`config.mk`:
```
export PLATFORM = sky130hd
export DESIGN_NAME = tcal_ram
export DESIGN_NICKNAME = d
export VERILOG_FILES = /design/src/sv/tcal_ram.sv
export SDC_FILE = /design/constraint.sdc
export NUM_CORES = 1
export LEC_CHECK = 0
export BUFFER_PORTS_ARGS = -buffer_cell sky130_fd_sc_hd__buf_2
export CORE_UTILIZATION = 60
export CTS_CLUSTER_SIZE = 24
export DETAILED_ROUTE_END_ITERATION = 8
export PLACE_DENSITY_LB_ADDON = 0.05
export SYNTH_ARGS = -nofsm -noshare
export SYNTH_HDL_FRONTEND = slang
export SYNTH_SLANG_ARGS = --single-unit
```
`constraint.sdc`:
```
create_clock -name clk -period 6.7 [get_ports clk]
set_clock_uncertainty 0.15 [all_clocks]
set_input_delay 0 -clock clk [delete_from_list [all_inputs] [get_ports clk]]
set_output_delay 0 -clock clk [all_outputs]
set_load 0.05 [all_outputs]
```
`src/sv/tcal_ram.sv`:
```
// Generic single-write, single-read RAM with registered read data.
// No dependencies.
module tcal_ram #(
  parameter int WIDTH = 16,
  parameter int DEPTH = 16
) (
  input  logic                     clk,
  input  logic                     we,
  input  logic [$clog2(DEPTH)-1:0] waddr,
  input  logic [WIDTH-1:0]         wdata,
  input  logic [$clog2(DEPTH)-1:0] raddr,
  output logic [WIDTH-1:0]         rdata
);

  logic [WIDTH-1:0] mem [DEPTH];

  always_ff @(posedge clk) begin
    if (we) begin
      mem[waddr] <= wdata;
    end
    rdata <= mem[raddr];
  end

endmodule

```
# Word level (Yosys, flattened, before mapping)
# Memory sizes are Yosys's and may differ from the RTL's. A register that Yosys moved wholly into a read port is not among the register bits.
# Cells that the tools add are included.
# totals
romBits,0
latchBits,0
wordCells,3
memories,1
ramBits,256
ff_bits,0
out_inout_bits,16
input_bits,26
# op_classes
n_addsub,0
mux,2
n_lt_le_gt_ge,0
shifts,0
n_reduce_logical,0
div_mod_pow,0
multipliers,0
eq_ne,0
bitwise_logic,0
# memory_table
memory,depth,word_bits,rd,rd_ports_with_merged_regs,wr,line,source
mem,16,16,1,1,1,15,logic [WIDTH-1:0] mem [DEPTH];
# op_table
operator,count
$mux W1,2

# Logic depth before layout (Yosys ltp)
# depth
word_depth,2
ltp_mapped,5
mapped_depth_nobuf,3

# Worst setup path after synthesis
# No wires, ideal clock.
# synth_timing
path_type,input to register
start,in waddr[2]
end,mem mem[0][0] (enable)
path_buffers,0
path_stages,2
path_slack_ns,4.495
t_arrival_ns,1.646
cell_sequence,or3b_2 -> nor3_1
# synth_rtl
item,line,source
start: declaration,9,"input logic [$clog2(DEPTH)-1:0] waddr,"
end: declaration,15,
# No word-level cell before the write port.

# Worst setup path after layout
# layout_timing
start,in waddr[2]
end,mem mem[8][1] (enable)
# No word-level cell before the write port.

==> reports/results.txt <==
By startpoint and endpoint, the worst setup path is classified as in -> reg. The run gives 4939 as the number of global-route vias before repair. Derived from the worst setup path, the maximum achievable clock frequency is 429 MHz. After clock tree synthesis, the flow added hold-fix buffers numbering 25. The first global-routing pass estimated 30.4 mm of wire. Counting stages on the worst path, the most repeated cell is dlygate4sd3_1. The count of buffers inserted at the top-level ports is 41, and the worst-path maximum fanout is 11.

Buffers inserted during clock tree synthesis total 27. Entering global routing, the biggest net connects 65 pins. The layout net count came out at 553. TritonCTS built the clock tree.

For the number of instances in the synthesized netlist, the log shows 432. Register bit total from synthesis: 272. The flow ran to the end, and the final reports show no timing, DRC or antenna violations. The run gives 72.7% as the end-of-flow core utilization. The static leakage power was 3.87 nW; the aggregate global-route resource usage was 24.7%.

The total vias in the final route is 4796, and the layout filler cell count is 947. After global routing the overflow that remains totals 0. Excluding fillers, the count of instances in the completed layout stands at 763. The later pin in the worst-skew pair is clocked with a latency of 0.52 ns. The highest cell delay on the worst timing path came out at 0.65 ns. The logs give 1 for the number of levels the H-tree was split into and 0 for the total of cells resized after clock tree synthesis. The tools report the initial antenna violation count as 0. No sink is reached through more buffers than the 3 on the longest clock path. The tools report the number of post-CTS setup repair buffers as 0. For the final-report hold violation count, the log shows 0. The detail route stage leaves a number of antenna-violating nets equal to 0. Yosys mapped the design onto 19 distinct sky130hd cell types.

The flip-flop and latch area came out at 8010 um2. The total negative slack for setup checks was 0 ns. The tools report the worst setup slack before clock tree synthesis as 4.27 ns. Including well taps, the total number of placed cells is 689.

The critical path contains buffers and inverters numbering 4 combined. Transition time at the pin with the least slew margin: 1.11 ns. The core region is 16100 um2.

Detailed placement ended at an HPWL of 10.1 mm. Root buffer cell: clkbuf_16. The logs give 0 for the number of maximum-capacitance constraint violations and 0 for the remaining routing DRC violations. The relative slew slack was 26.2%; the ratio of final minimum period to clock period was 34.8%. For this design the top-level I/O count stands at 42. For the setup-violating endpoint count in the final report, the log shows 0. The power density relative to cell area is 306 nW/um2, and the mean post-synth cell area is 23.2 um2. The worst slack on hold paths was 0.0283 ns; the post-route cell area was 11700 um2. Cell type contributing the most total cell area after synthesis: edfxtp_1.

After synthesis, the largest area contributor takes up 76.5% of total cell area. Total power: 3.58 mW. The number of slew-limit violations in the final report was 0; the number of rows created at floorplan was 46. The tools report the kind of start point of the critical path as an input port. Of the synthesized area, sequential elements account for 79.7%. The post-synthesis instance area was 10000 um2. Setup repair after global routing left no endpoint under its margin.

Walking the worst path, the cells encountered are dlygate4sd3_1 -> buf_2 -> nand3b_1 -> dlygate4sd3_1 -> nor3_2 -> buf_4. The clock period could shrink to 2.33 ns. Wires add up to 20.1 mm. Measured along the y axis, the die boundary spans 131 um. The kind of cell with the highest combined delay along the critical path is buffers and inverters.

The area growth from synthesis to layout is 16.7%. The synthesized net count came out at 458. The multi-input combinational cell area is 1960 um2. The repair_antennas step left the layout with diodes totalling 0. For this configuration, the core starts out at a cell density of 62.3%. The die is 131 um wide.

The logs give 6.75 ns for the data required time at the worst endpoint and 387 for the initial DRC count. After clock tree synthesis, the clock-pin slew on the worst setup and hold paths is 0.06 ns. For the final weighted congestion of routability-driven global placement, the log shows 0.714. The tools report the full die area as 17300 um2. The path class of the lowest-slack min-delay path is in -> reg. Yosys printed 0 warnings. The routed via count divided by cell count was 6.29.

The final worst setup slack came out at 4.37 ns. The worst setup path is captured at a register. For this design, the sink count on the clock tree is 272. In this run the cell area measured after placement is 10600 um2. For the data arrival time of the worst path, the log shows 2.38 ns. Share of layout cells above drive strength 1: 31.4%. For the maximum vdd drop, the log shows 0.247 mV. Yosys attributes the largest share of cell area to edfxtp_1, mux4_2, dfxtp_1. The slowest stage of the critical path is the dlygate4sd3_1 cell.

The first-pass iteration count of the detailed router was 5; the detailed-route wire length per cell was 26.4 um.
## synthesized netlist by cell type
cell type / n
a22oi_1: 32
nand3_1: 1
buf_4: 3
clkbuf_1: 8
buf_1: 3
nand2b_1: 2
dfxtp_1: 16
and2_1: 1
nand2_1: 17
nor2_1: 13
buf_2: 3
nand3b_1: 2
edfxtp_1: 256
mux4_2: 54
nor3_1: 4
or3b_2: 1
buf_6: 4
nor2b_1: 2
mux4_1: 10
## layer usage
layer	wire, um	global-route usage, %
met1	8050	33.6
met2	10300	41.6
met3	1220	3.36
met5	0	0
met4	564	8.72
## flip-flops by register name (all words and copies together) (netlist names)
name   cells
rdata     16
mem      256
## worst register-to-register path, cell delays in order (launching register included)
cell      delay (ns)
edfxtp_1        0.40
mux4_2          0.47
a22oi_1         0.21
nand2_1         0.10
## layout make-up
type | count | share of cell area, %
multi-input cells | 139 | 16.7
repair buffers | 87 | 5.25
clock buffers | 36 | 6.22
clock inverters | 13 | 1.18
well taps | 216 | 2.31
flip-flops and latches | 272 | 68.3
## placed cells by master (no fill, tap or decap), drive strengths merged
| cell | instances |
|---|---|
| nor2b | 2 |
| nor2 | 13 |
| nand2b | 2 |
| nand3b | 2 |
| clkinvlp | 1 |
| nand2 | 17 |
| dlygate4sd3 | 25 |
| clkbuf | 36 |
| clkinv | 9 |
| or3b | 1 |
| buf | 62 |
| nand3 | 1 |
| bufinv | 3 |
| dfxtp | 16 |
| and2 | 1 |
| nor3 | 4 |
| edfxtp | 256 |
| a22oi | 32 |
| mux4 | 64 |
## path summary, 6_finish.rpt
check	end	cells after the start	slack, ns	startpoint
min reg2reg	rdata[7]	3	0.52	mem[15][7]
min	rdata[4]	5	0.03	raddr[2]
max reg2reg	rdata[1]	3	5.25	mem[10][1]
max	mem[8][1]	6	4.37	waddr[2]
## logic make-up (layout without fill, tap and decap cells)
kind of cell / after synthesis / count (layout) / synth area share (%)
AO/OA/AOI/OAI: 32 / 32 / 2.39
buffers and inverters: 21 / 136 / 1.23
flip-flops: 272 / 272 / 79.7
multiplexers: 64 / 64 / 14.7
AND/OR/NAND/NOR: 43 / 43 / 1.92
## power by group
part | leakage (nW) | internal (mW) | switching, mW | total [mW]
clock | 0.426 | 0.877 | 0.581 | 1.46
sequential | 2.45 | 1.90 | 0.0102 | 1.91
combinational | 1.00 | 0.0783 | 0.134 | 0.212
total | 3.87 | 2.86 | 0.725 | 3.58
No activity file was read; power rests on OpenSTA's default activity.
