$ cat src/sv/tcal_pkg.sv
// Package for the tree common ancestor lifting block.
// Holds default sizes, status codes, register index and the config struct.
// No dependencies.
package tcal_pkg;

  localparam int MAX_NODES_DEF   = 65536;
  localparam int LIFT_LEVELS_DEF = 16;

  localparam logic [1:0] STATUS_OK        = 2'd0;
  localparam logic [1:0] STATUS_RANGE     = 2'd1;
  localparam logic [1:0] STATUS_NOT_BUILT = 2'd2;

  localparam logic REG_NODE_COUNT = 1'b0;

  typedef struct packed {
    logic [16:0] node_count;
    logic        wr;
  } tcal_cfg_t;

endpackage

$ cat src/sv/tcal_cfg.sv
// APB-style register port holding node_count.
// Depends on tcal_pkg.
module tcal_cfg (
  input  logic               clk,
  input  logic               rst_n,
  input  logic               psel,
  input  logic               penable,
  input  logic               pwrite,
  input  logic [2:0]         paddr,
  input  logic [31:0]        pwdata,
  output logic [31:0]        prdata,
  output logic               pready,
  output tcal_pkg::tcal_cfg_t cfg
);
  import tcal_pkg::*;

  logic [16:0] node_count_r;
  logic        wr_w;

  assign wr_w   = psel && penable && pwrite && (paddr[2] == REG_NODE_COUNT);
  assign pready = 1'b1;
  assign prdata = (paddr[2] == REG_NODE_COUNT) ? 32'(node_count_r) : 32'd0;

  always_ff @(posedge clk) begin
    if (!rst_n) begin
      node_count_r <= 17'd1;
    end else if (wr_w) begin
      node_count_r <= pwdata[16:0];
    end
  end

  assign cfg.node_count = node_count_r;
  assign cfg.wr         = wr_w;

endmodule
$ cat config.mk
export PLATFORM = sky130hd
export DESIGN_NAME = tcal_cfg
export DESIGN_NICKNAME = d
export VERILOG_FILES = /design/src/sv/tcal_pkg.sv /design/src/sv/tcal_cfg.sv
export SDC_FILE = /design/constraint.sdc
export NUM_CORES = 1
export LEC_CHECK = 0
export ABC_CLOCK_PERIOD_IN_PS = 2400
export BUFFER_PORTS_ARGS = -buffer_cell sky130_fd_sc_hd__buf_4
export CAP_MARGIN = 20
export CELL_PAD_IN_SITES_DETAIL_PLACEMENT = 1
export CELL_PAD_IN_SITES_GLOBAL_PLACEMENT = 1
export CORE_ASPECT_RATIO = 1.5
export CORE_MARGIN = 5
export CORE_UTILIZATION = 25
export CTS_CLUSTER_SIZE = 8
export DETAILED_ROUTE_END_ITERATION = 8
export PLACE_DENSITY_LB_ADDON = 0.12
export SYNTH_ARGS = -nofsm -noshare
export SYNTH_HDL_FRONTEND = slang
export SYNTH_SLANG_ARGS = --single-unit
$ cat constraint.sdc
create_clock -name clk -period 2.4 [get_ports clk]
set_clock_uncertainty 0.1 [all_clocks]
set_input_delay 0.48 -clock clk [delete_from_list [all_inputs] [get_ports clk]]
set_output_delay 0.48 -clock clk [all_outputs]
set_load 0.1 [all_outputs]
# Yosys cells after proc, flatten, opt, wreduce, memory -nomap -nowiden
# Index checks and enable logic that the tools add are counted.
[word_totals] regBits=17 elab_cells=6 out_inout_bits=51 input_bits=40
[op_classes] mux=1 n_reduce_logical=3 bitwise_logic=1
[op_table] operator="17-bit 2-to-1 mux" n=1
[op_table] operator="1-bit logical AND" n=3
[op_table] operator="1-bit inverter" n=1

# Logic depth before layout (Yosys ltp)
# Gate-level depths: netlist of run 1.
[logic_depth] ltp_word=3 ltp_mapped=4 mapped_depth_nobuf=2

# Least setup slack after synthesis of run 1
# No wires, ideal clock.
[synth_path] kind="reg2out" from="register node_count_r[10]" to="output port prdata[10]" path_buffers=0 setup_slack_ns=-0.571 t_arrival_ns=2.391 stages_incl_launch_ff=2 t_required_ns=1.820 path_cell_list="dfxtp_1 > nor2b_1"
[synth_via] elab_chain_len=1
[synth_rtl] element="from (decl)" line="tcal_cfg.sv:17" rtl="logic [16:0] node_count_r;"
[synth_rtl] element="from (signal assigned)" line="tcal_cfg.sv:28" rtl="node_count_r <= pwdata[16:0];"
[synth_rtl] element="17-bit 2-to-1 mux" line="tcal_cfg.sv:22" rtl="assign prdata = (paddr[2] == REG_NODE_COUNT) ? 32'(node_count_r) : 32'd0;"
[synth_rtl] element="to (decl)" line="tcal_cfg.sv:11" rtl="output logic [31:0] prdata,"
# No other way between the ends.

==> results of run 1 <==
## layer usage
metal	vias to the layer above	routed length, um	share of wire (%)
met5	-	0	0
li1	417	-	-
met3	4	220	8.1
met2	41	1501	55
met1	407	944	35
met4	0	54	2.0
## kinds of logic (layout without fill, tap and decap cells)
group	after synthesis	in the layout
flip-flops	17	17
AND/OR/NAND/NOR	52	52
other	2	16
multiplexers	17	17
buffers and inverters	24	62
## final timing paths
check                               start                            to  slack [ps]  cells past startpoint
max                              paddr[2]                        cfg[0]         500                      3
min          node_count_r[2]$_SDFFE_PN0P_  node_count_r[2]$_SDFFE_PN0P_         370                      2
max reg2reg  node_count_r[5]$_SDFFE_PN0P_  node_count_r[5]$_SDFFE_PN0P_        1670                      2
min reg2reg  node_count_r[2]$_SDFFE_PN0P_  node_count_r[2]$_SDFFE_PN0P_         370                      2
## power breakdown
group	leakage, nW	internal (mW)	total [mW]	switching (mW)
combinational	0.513	0.0524	0.278	0.226
sequential	0.138	0.288	0.293	0.00462
clock	0.0228	0.118	0.210	0.0919
## per-stage QoR
step	total power [mW]	instance area, um2
after detailed placement	0.5790	1401
after CTS	0.7959	1446
after floorplan	0.5496	1090
after global routing	0.8136	1446
after global placement	0.5754	1401
final	0.7806	1446
## worst min-delay path: cells and delay by family, from the launching register on
family / cells / cell delay (ps)
and+or+nand+nor: 1 / 60
DFF: 1 / 320
muxes: 1 / 50
## layout by cell type, fill, tap and decap left out, drive strengths merged
cell,instances
mux2i,17
clkbuf,4
and2b,7
dfxtp,17
and4b,1
conb,16
nand2,32
nor2b,12
buf,58
## layout make-up
cell class / count / area (um2) / share of cell area, %
multi-input cells: 85 / 571.8 / 39.53
repair buffers: 58 / 435.4 / 30.10
flip-flops and latches: 17 / 340.3 / 23.53
well taps: 43 / 53.80 / 3.720
clock buffers: 4 / 45.04 / 3.114
==> out/results.tsv, run 1 <==
stage	metric	value	unit
synth	Mapped Cells	112	
setup_path	WP data arrival	1320	ps
global_route	initial antenna violation count	0	
place	dpl ws	495.8	ps
synth	Synth Warn #	0	
place	RD Place Congestion	0.6336	
global_route	gr busiest metal	met2	
setup_path	Crit path largest cell delay	310	ps
sta	Max Slew Vio Count	0	
synth	largest family of logic cells by synthesized area	simple AND/OR/NAND/NOR gates	
floorplanning	full die area	5215	um2
drt	drt drc	0	
layout	share of cells above drive strength 1	47.56	%
setup_path	most frequent CP cell	buf_4	
setup_path	Setup crit end kind	output pin	
clocking	TritonCTS clock tree	built	
synth	post-synthesis compound-gate area fraction	0	%
global_route	vias in the first global route	941	
layout	# fillers	444	
sta	RSZ-0062 raised after global routing	no	
setup_path	Max FO, Critical Path	18	
place	Placed Cells	203	
clocking	Worst-path clk slew	60	ps
clocking	Resize count post-CTS	0	
synth	dominant cell type by area after synthesis	dfxtp_1	
global_route	grt met1 use	9.321	%
layout	Top Registers	node_count_r x17	
setup_path	Startpoint Class	primary input	
layout	synthesis-to-layout area growth	50.33	%
clocking	Num Clock Sinks	17	
power	leakage power	0.6737	nW
synth	sequential fraction of the synthesis area	35.37	%
setup_path	WP buf/inv	2	
sta	Hold Violations, Final	0	
power	pwr/cell area	539.7	nW/um2
status	status	completed	
layout	Final Util	39.28	%
floorplanning	IO Pins	91	
drt	Routed WL	2.721	mm
layout	Net count, final	205	
global_route	gr ovfl total	0	
sta	sum of negative setup slack	0	ps
global_route	met3 usage	1.355	%
synth	Post-synth top cells	nand2_1 (32), buf_4 (17), dfxtp_1 (17), mux2i_1 (17), nor2b_1 (12)	
drt	vias per inst	4.198	
sta	endpoints failing setup	0	
floorplanning	starting density of the core	26.13	%
synth	top cell type's share of synthesized area	35.37	%
drt	Via Count	869	
synth	Adder-Cell Fraction of Synth Area	0	%
clocking	H-Tree Depth	1	
synth	Synth Cell Area	962.2	um2
synth	most frequent cell after synthesis	nand2_1	
layout	Reg with most FFs	node_count_r	
setup_path	kind of critical path	in2out	
sta	Tcrit/Tclk final	79.13	%
floorplanning	die height	85.98	um
setup_path	Req. time, crit path	1820	ps
place	I/O Buffers	57	
power	Max IR drop VDD	0.0002315	V
synth	FFs w/ async S/R, synth	0	%
synth	simple-gate share of the synthesized area	27.70	%
setup_path	slowest CP cell	and4b_1	
global_route	first-pass GRT wire length	4.153	mm
global_route	GRT Util Overall	10.52	%
sta	hold slack	371.9	ps
clocking	maximum clock path buffer count	2	
clocking	cts hold-fix bufs	0	
layout	diode count	0	
floorplanning	Chip Width	60.66	um
synth	EDFF count, synth	0	
clocking	clock buffer count from CTS	3	
drt	DRT Pass-1 Iters	4	
synth	Seq cells post-synth	17	
drt	1st-iter DRT viols	6	
synth	Avg Cell Area, Syn	8.591	um2
drt	post-DR wirelength/cell	13.14	um
clocking	post-CTS setup buffers	0	
synth	ranking of synthesized cells by area	dfxtp_1 (35%), mux2i_1 (18%), buf_4 (13%)	
synth	dominant synthesized flop cell	dfxtp_1	
clocking	Worst-Skew Late Latency	250	ps
drt	Antenna Nets Post-Route	0	
setup_path	CP Cell Sequence	buf_4, and4b_1, buf_4	
setup_path	cell family with most CP delay	buffers and inverters	
sta	Worst Setup Slack, final	500.8	ps
hold_path	Hold WC Path Type	reg2reg	
floorplanning	core box area	3682	um2
sta	fmax	0.5265	GHz
synth	mux contribution to synthesized area	17.69	%
synth	Distinct cells, synth	11	
layout	max reg flops	17	
global_route	global routing usage on met2	20.64	%
floorplanning	FP Rows	27	
place	Detail Placement HPWL	2.143	mm
clocking	root buf cell	clkbuf_8	
sta	post-layout min period	1899	ps
synth	XOR/XNOR share of the synthesized area	0	%
global_route	largest net degree at the start of global routing	35	
layout	non-filler cells, final	207	
job	max-cap violations	0	
Note: power is estimated with default switching activity, not from simulation.
==> inputs of run 2 (changes only) <==
--- a/config.mk
+++ b/config.mk
@@ -5,14 +5,14 @@
 export SDC_FILE = /design/constraint.sdc
 export NUM_CORES = 1
 export LEC_CHECK = 0
-export ABC_CLOCK_PERIOD_IN_PS = 2400
+export ABC_CLOCK_PERIOD_IN_PS = 1740
 export BUFFER_PORTS_ARGS = -buffer_cell sky130_fd_sc_hd__buf_4
 export CAP_MARGIN = 20
 export CELL_PAD_IN_SITES_DETAIL_PLACEMENT = 1
 export CELL_PAD_IN_SITES_GLOBAL_PLACEMENT = 1
 export CORE_ASPECT_RATIO = 1.5
 export CORE_MARGIN = 5
-export CORE_UTILIZATION = 25
+export CORE_UTILIZATION = 21
 export CTS_CLUSTER_SIZE = 8
 export DETAILED_ROUTE_END_ITERATION = 8
 export PLACE_DENSITY_LB_ADDON = 0.12
==> constraint.sdc (replaced) <==
create_clock -name clk -period 1.74 [get_ports clk]
set_clock_uncertainty 0.1 [all_clocks]
set_input_delay 0.348 -clock clk [delete_from_list [all_inputs] [get_ports clk]]
set_output_delay 0.348 -clock clk [all_outputs]
set_load 0.1 [all_outputs]
==> out/results.tsv, run 2 (same netlist as run 1, synthesis figures left out) <==
stage	metric	value	unit	change
status	status	completed		
setup_path	Startpoint Class	primary input		
hold_path	Hold Crit Endpoint	node_count_r[3]$_SDFFE_PN0P_		
power	Flop pwr share	37.1	%	-0.4 points
layout	FF/Latch Area	361.6	um2	+6.3%
place	Detail Placement HPWL	2.199	mm	+2.6%
setup_path	reg2reg start	node_count_r[0]$_SDFFE_PN1P_		
setup_path	CP Cell Sequence	buf_4, and4b_1, buf_4		
layout	most frequent cells in the layout	buf_4 (60), nand2_1 (32), mux2i_1 (17), dfxtp_2 (17), conb_1 (16)		
drt	Antenna Nets Post-Route	0		unchanged
power	combinational power share	35.4	%	-0.2 points
setup_path	Setup crit end kind	output pin		
layout	diode count	0		unchanged
layout	# fillers	552		+24%
place	RD Place Congestion	0.6459		+1.9%
global_route	vias in the first global route	963		+2.3%
drt	DR top layer	met4		
drt	post-DR wirelength/cell	13.07	um	-0.57%
power	Clock Power Share	27.5	%	+0.7 points
drt	Met3 Wirelength	243	um	+10%
power	pwr/cell area	734.0	nW/um2	+36%
hold_path	Hold Crit Depth	3		+1
global_route	initial antenna violation count	0		unchanged
drt	vias per inst	4.061		-3.3%
sta	RSZ-0062 raised after global routing	no		
power	Power Internal	637.4	uW	+39%
floorplanning	starting density of the core	21.36	%	-4.8 points
layout	max reg flops	17		unchanged
floorplanning	core box area	4504	um2	+22%
setup_path	most frequent CP cell	buf_4		
floorplanning	IO Pins	91		unchanged
setup_path	Critical path origin	paddr[2]		
drt	WL met2	1.403	mm	-6.5%
place	dpl ws	141.7	ps	-354.1 ps
power	Net Sw Power	455.5	uW	+41%
global_route	GRT Util Overall	9.574	%	-0.94 points
layout	most common cell after layout, fill and taps aside	buf_4		
clocking	Worst-Skew Late Latency	250	ps	about the same
hold_path	Hold Path Origin	pwdata[3]		
setup_path	worst reg2reg path depth	2		unchanged
power	Max IR drop VDD	0.0002482	V	+7.2%
place	I/O Buffers	57		unchanged
setup_path	slowest CP cell	and4b_1		
sta	Tcrit/Tclk final	91.45	%	
clocking	root buf cell	clkbuf_8		
sta	hold slack	233.5	ps	-138.5 ps
layout	synthesis-to-layout area growth	54.75	%	
setup_path	WP data arrival	1140	ps	-180 ps
layout	Net count, final	207		+0.98%
job	max-cap violations	0		unchanged
layout	share of cells above drive strength 1	58.43	%	+11 points
drt	Via Count	869		unchanged
setup_path	Max FO, Critical Path	13		-5
power	leakage power	0.6907	nW	+2.5%
clocking	clock buffer count from CTS	3		unchanged
sta	sum of negative setup slack	0	ps	unchanged
clocking	Resize count post-CTS	0		unchanged
sta	post-layout min period	1591	ps	
clocking	Worst-path clk slew	70	ps	about the same
drt	drt drc	0		unchanged
setup_path	Req. time, crit path	1290	ps	-530 ps
sta	Max Slew Vio Count	0		unchanged
clocking	maximum clock path buffer count	2		unchanged
sta	fmax	0.6285	GHz	
clocking	cts hold-fix bufs	0		unchanged
setup_path	Crit path largest cell delay	300	ps	about the same
hold_path	Hold WC Path Type	in2reg		
setup_path	kind of critical path	in2out		
layout	Top Registers	node_count_r x17		
setup_path	reg2reg end	node_count_r[0]$_SDFFE_PN1P_		
sta	Hold Violations, Final	0		unchanged
sta	endpoints failing setup	0		unchanged
floorplanning	die height	92.90	um	+8.0%
floorplanning	full die area	6063	um2	+16%
setup_path	reg2reg setup slack	1010	ps	-660 ps
drt	Routed WL	2.797	mm	+2.8%
global_route	gr ovfl total	0		unchanged
layout	area of the multi-input gates	571.8	um2	unchanged
clocking	H-Tree Depth	1		unchanged
global_route	largest net degree at the start of global routing	35		unchanged
drt	1st-iter DRT viols	29		+23
global_route	first-pass GRT wire length	4.533	mm	+9.2%
floorplanning	Chip Width	65.27	um	+7.6%
drt	DRT Pass-1 Iters	2		-2
power	Net Sw Frac	41.68	%	+0.41 points
clocking	Num Clock Sinks	17		unchanged
layout	Reg with most FFs	node_count_r		
clocking	TritonCTS clock tree	built		
clocking	post-CTS setup buffers	0		unchanged
drt	Routed met1 length	1.098	mm	+16%
sta	Worst Setup Slack, final	148.8	ps	-352.0 ps
floorplanning	FP Rows	30		+11%
[run 2: metal layers]
metal | GRT usage, % | vias to the layer above
met5 | 0 | -
met4 | 4.671 | 0
met3 | 3.155 | 7
met2 | 16.65 | 45
met1 | 10.13 | 395
li1 | - | 422
[run 2: final cells by class]
| type | count | share of cell area, % |
|---|---|---|
| multi-input combinational | 85 | 38.40 |
| timing repair buffer | 60 | 30.25 |
| sequential | 17 | 24.29 |
| tap | 48 | 4.034 |
| clock buffer | 4 | 3.025 |
[run 2: metrics by stage]
step	cell area [um2]	std cells	utilization [%]	total power, mW
5_1_grt	1489	214	33.06	1.139
3_3_place_gp	1444	210	32.06	0.8014
2_1_floorplan	1112	126	-	0.7604
6_report	1489	214	33.06	1.093
4_1_cts	1489	214	33.06	1.114
3_5_place_dp	1444	210	32.06	0.8040
[run 2: critical path, delay by kind of cell]
kind / cells / cell delay, ps
AND/OR/NAND/NOR: 1 / 300
buffers and inverters: 2 / 480
[run 2: worst max-delay path by stage]
stage / endpoint / slack [ps] / cells past startpoint
floorplan: prdata[10] / 10 / 1
CTS: cfg[0] / 140 / 3
finish: cfg[0] / 150 / 3
global placement: cfg[0] / 140 / 3
detailed placement: node_count_r[10]$_SDFFE_PN0P_ / 140 / 4
global route: cfg[0] / 140 / 3
[run 2: power by group through the flow]
| stage | sequential [mW] | clock (mW) | combinational [mW] |
|---|---|---|---|
| 6_report | 0.406 | 0.301 | 0.387 |
| 5_1_grt | 0.407 | 0.329 | 0.403 |
| 4_1_cts | 0.406 | 0.318 | 0.389 |
| 3_5_place_dp | 0.415 | 0 | 0.389 |
| 3_3_place_gp | 0.414 | 0 | 0.387 |
| 2_1_floorplan | 0.476 | 0 | 0.284 |
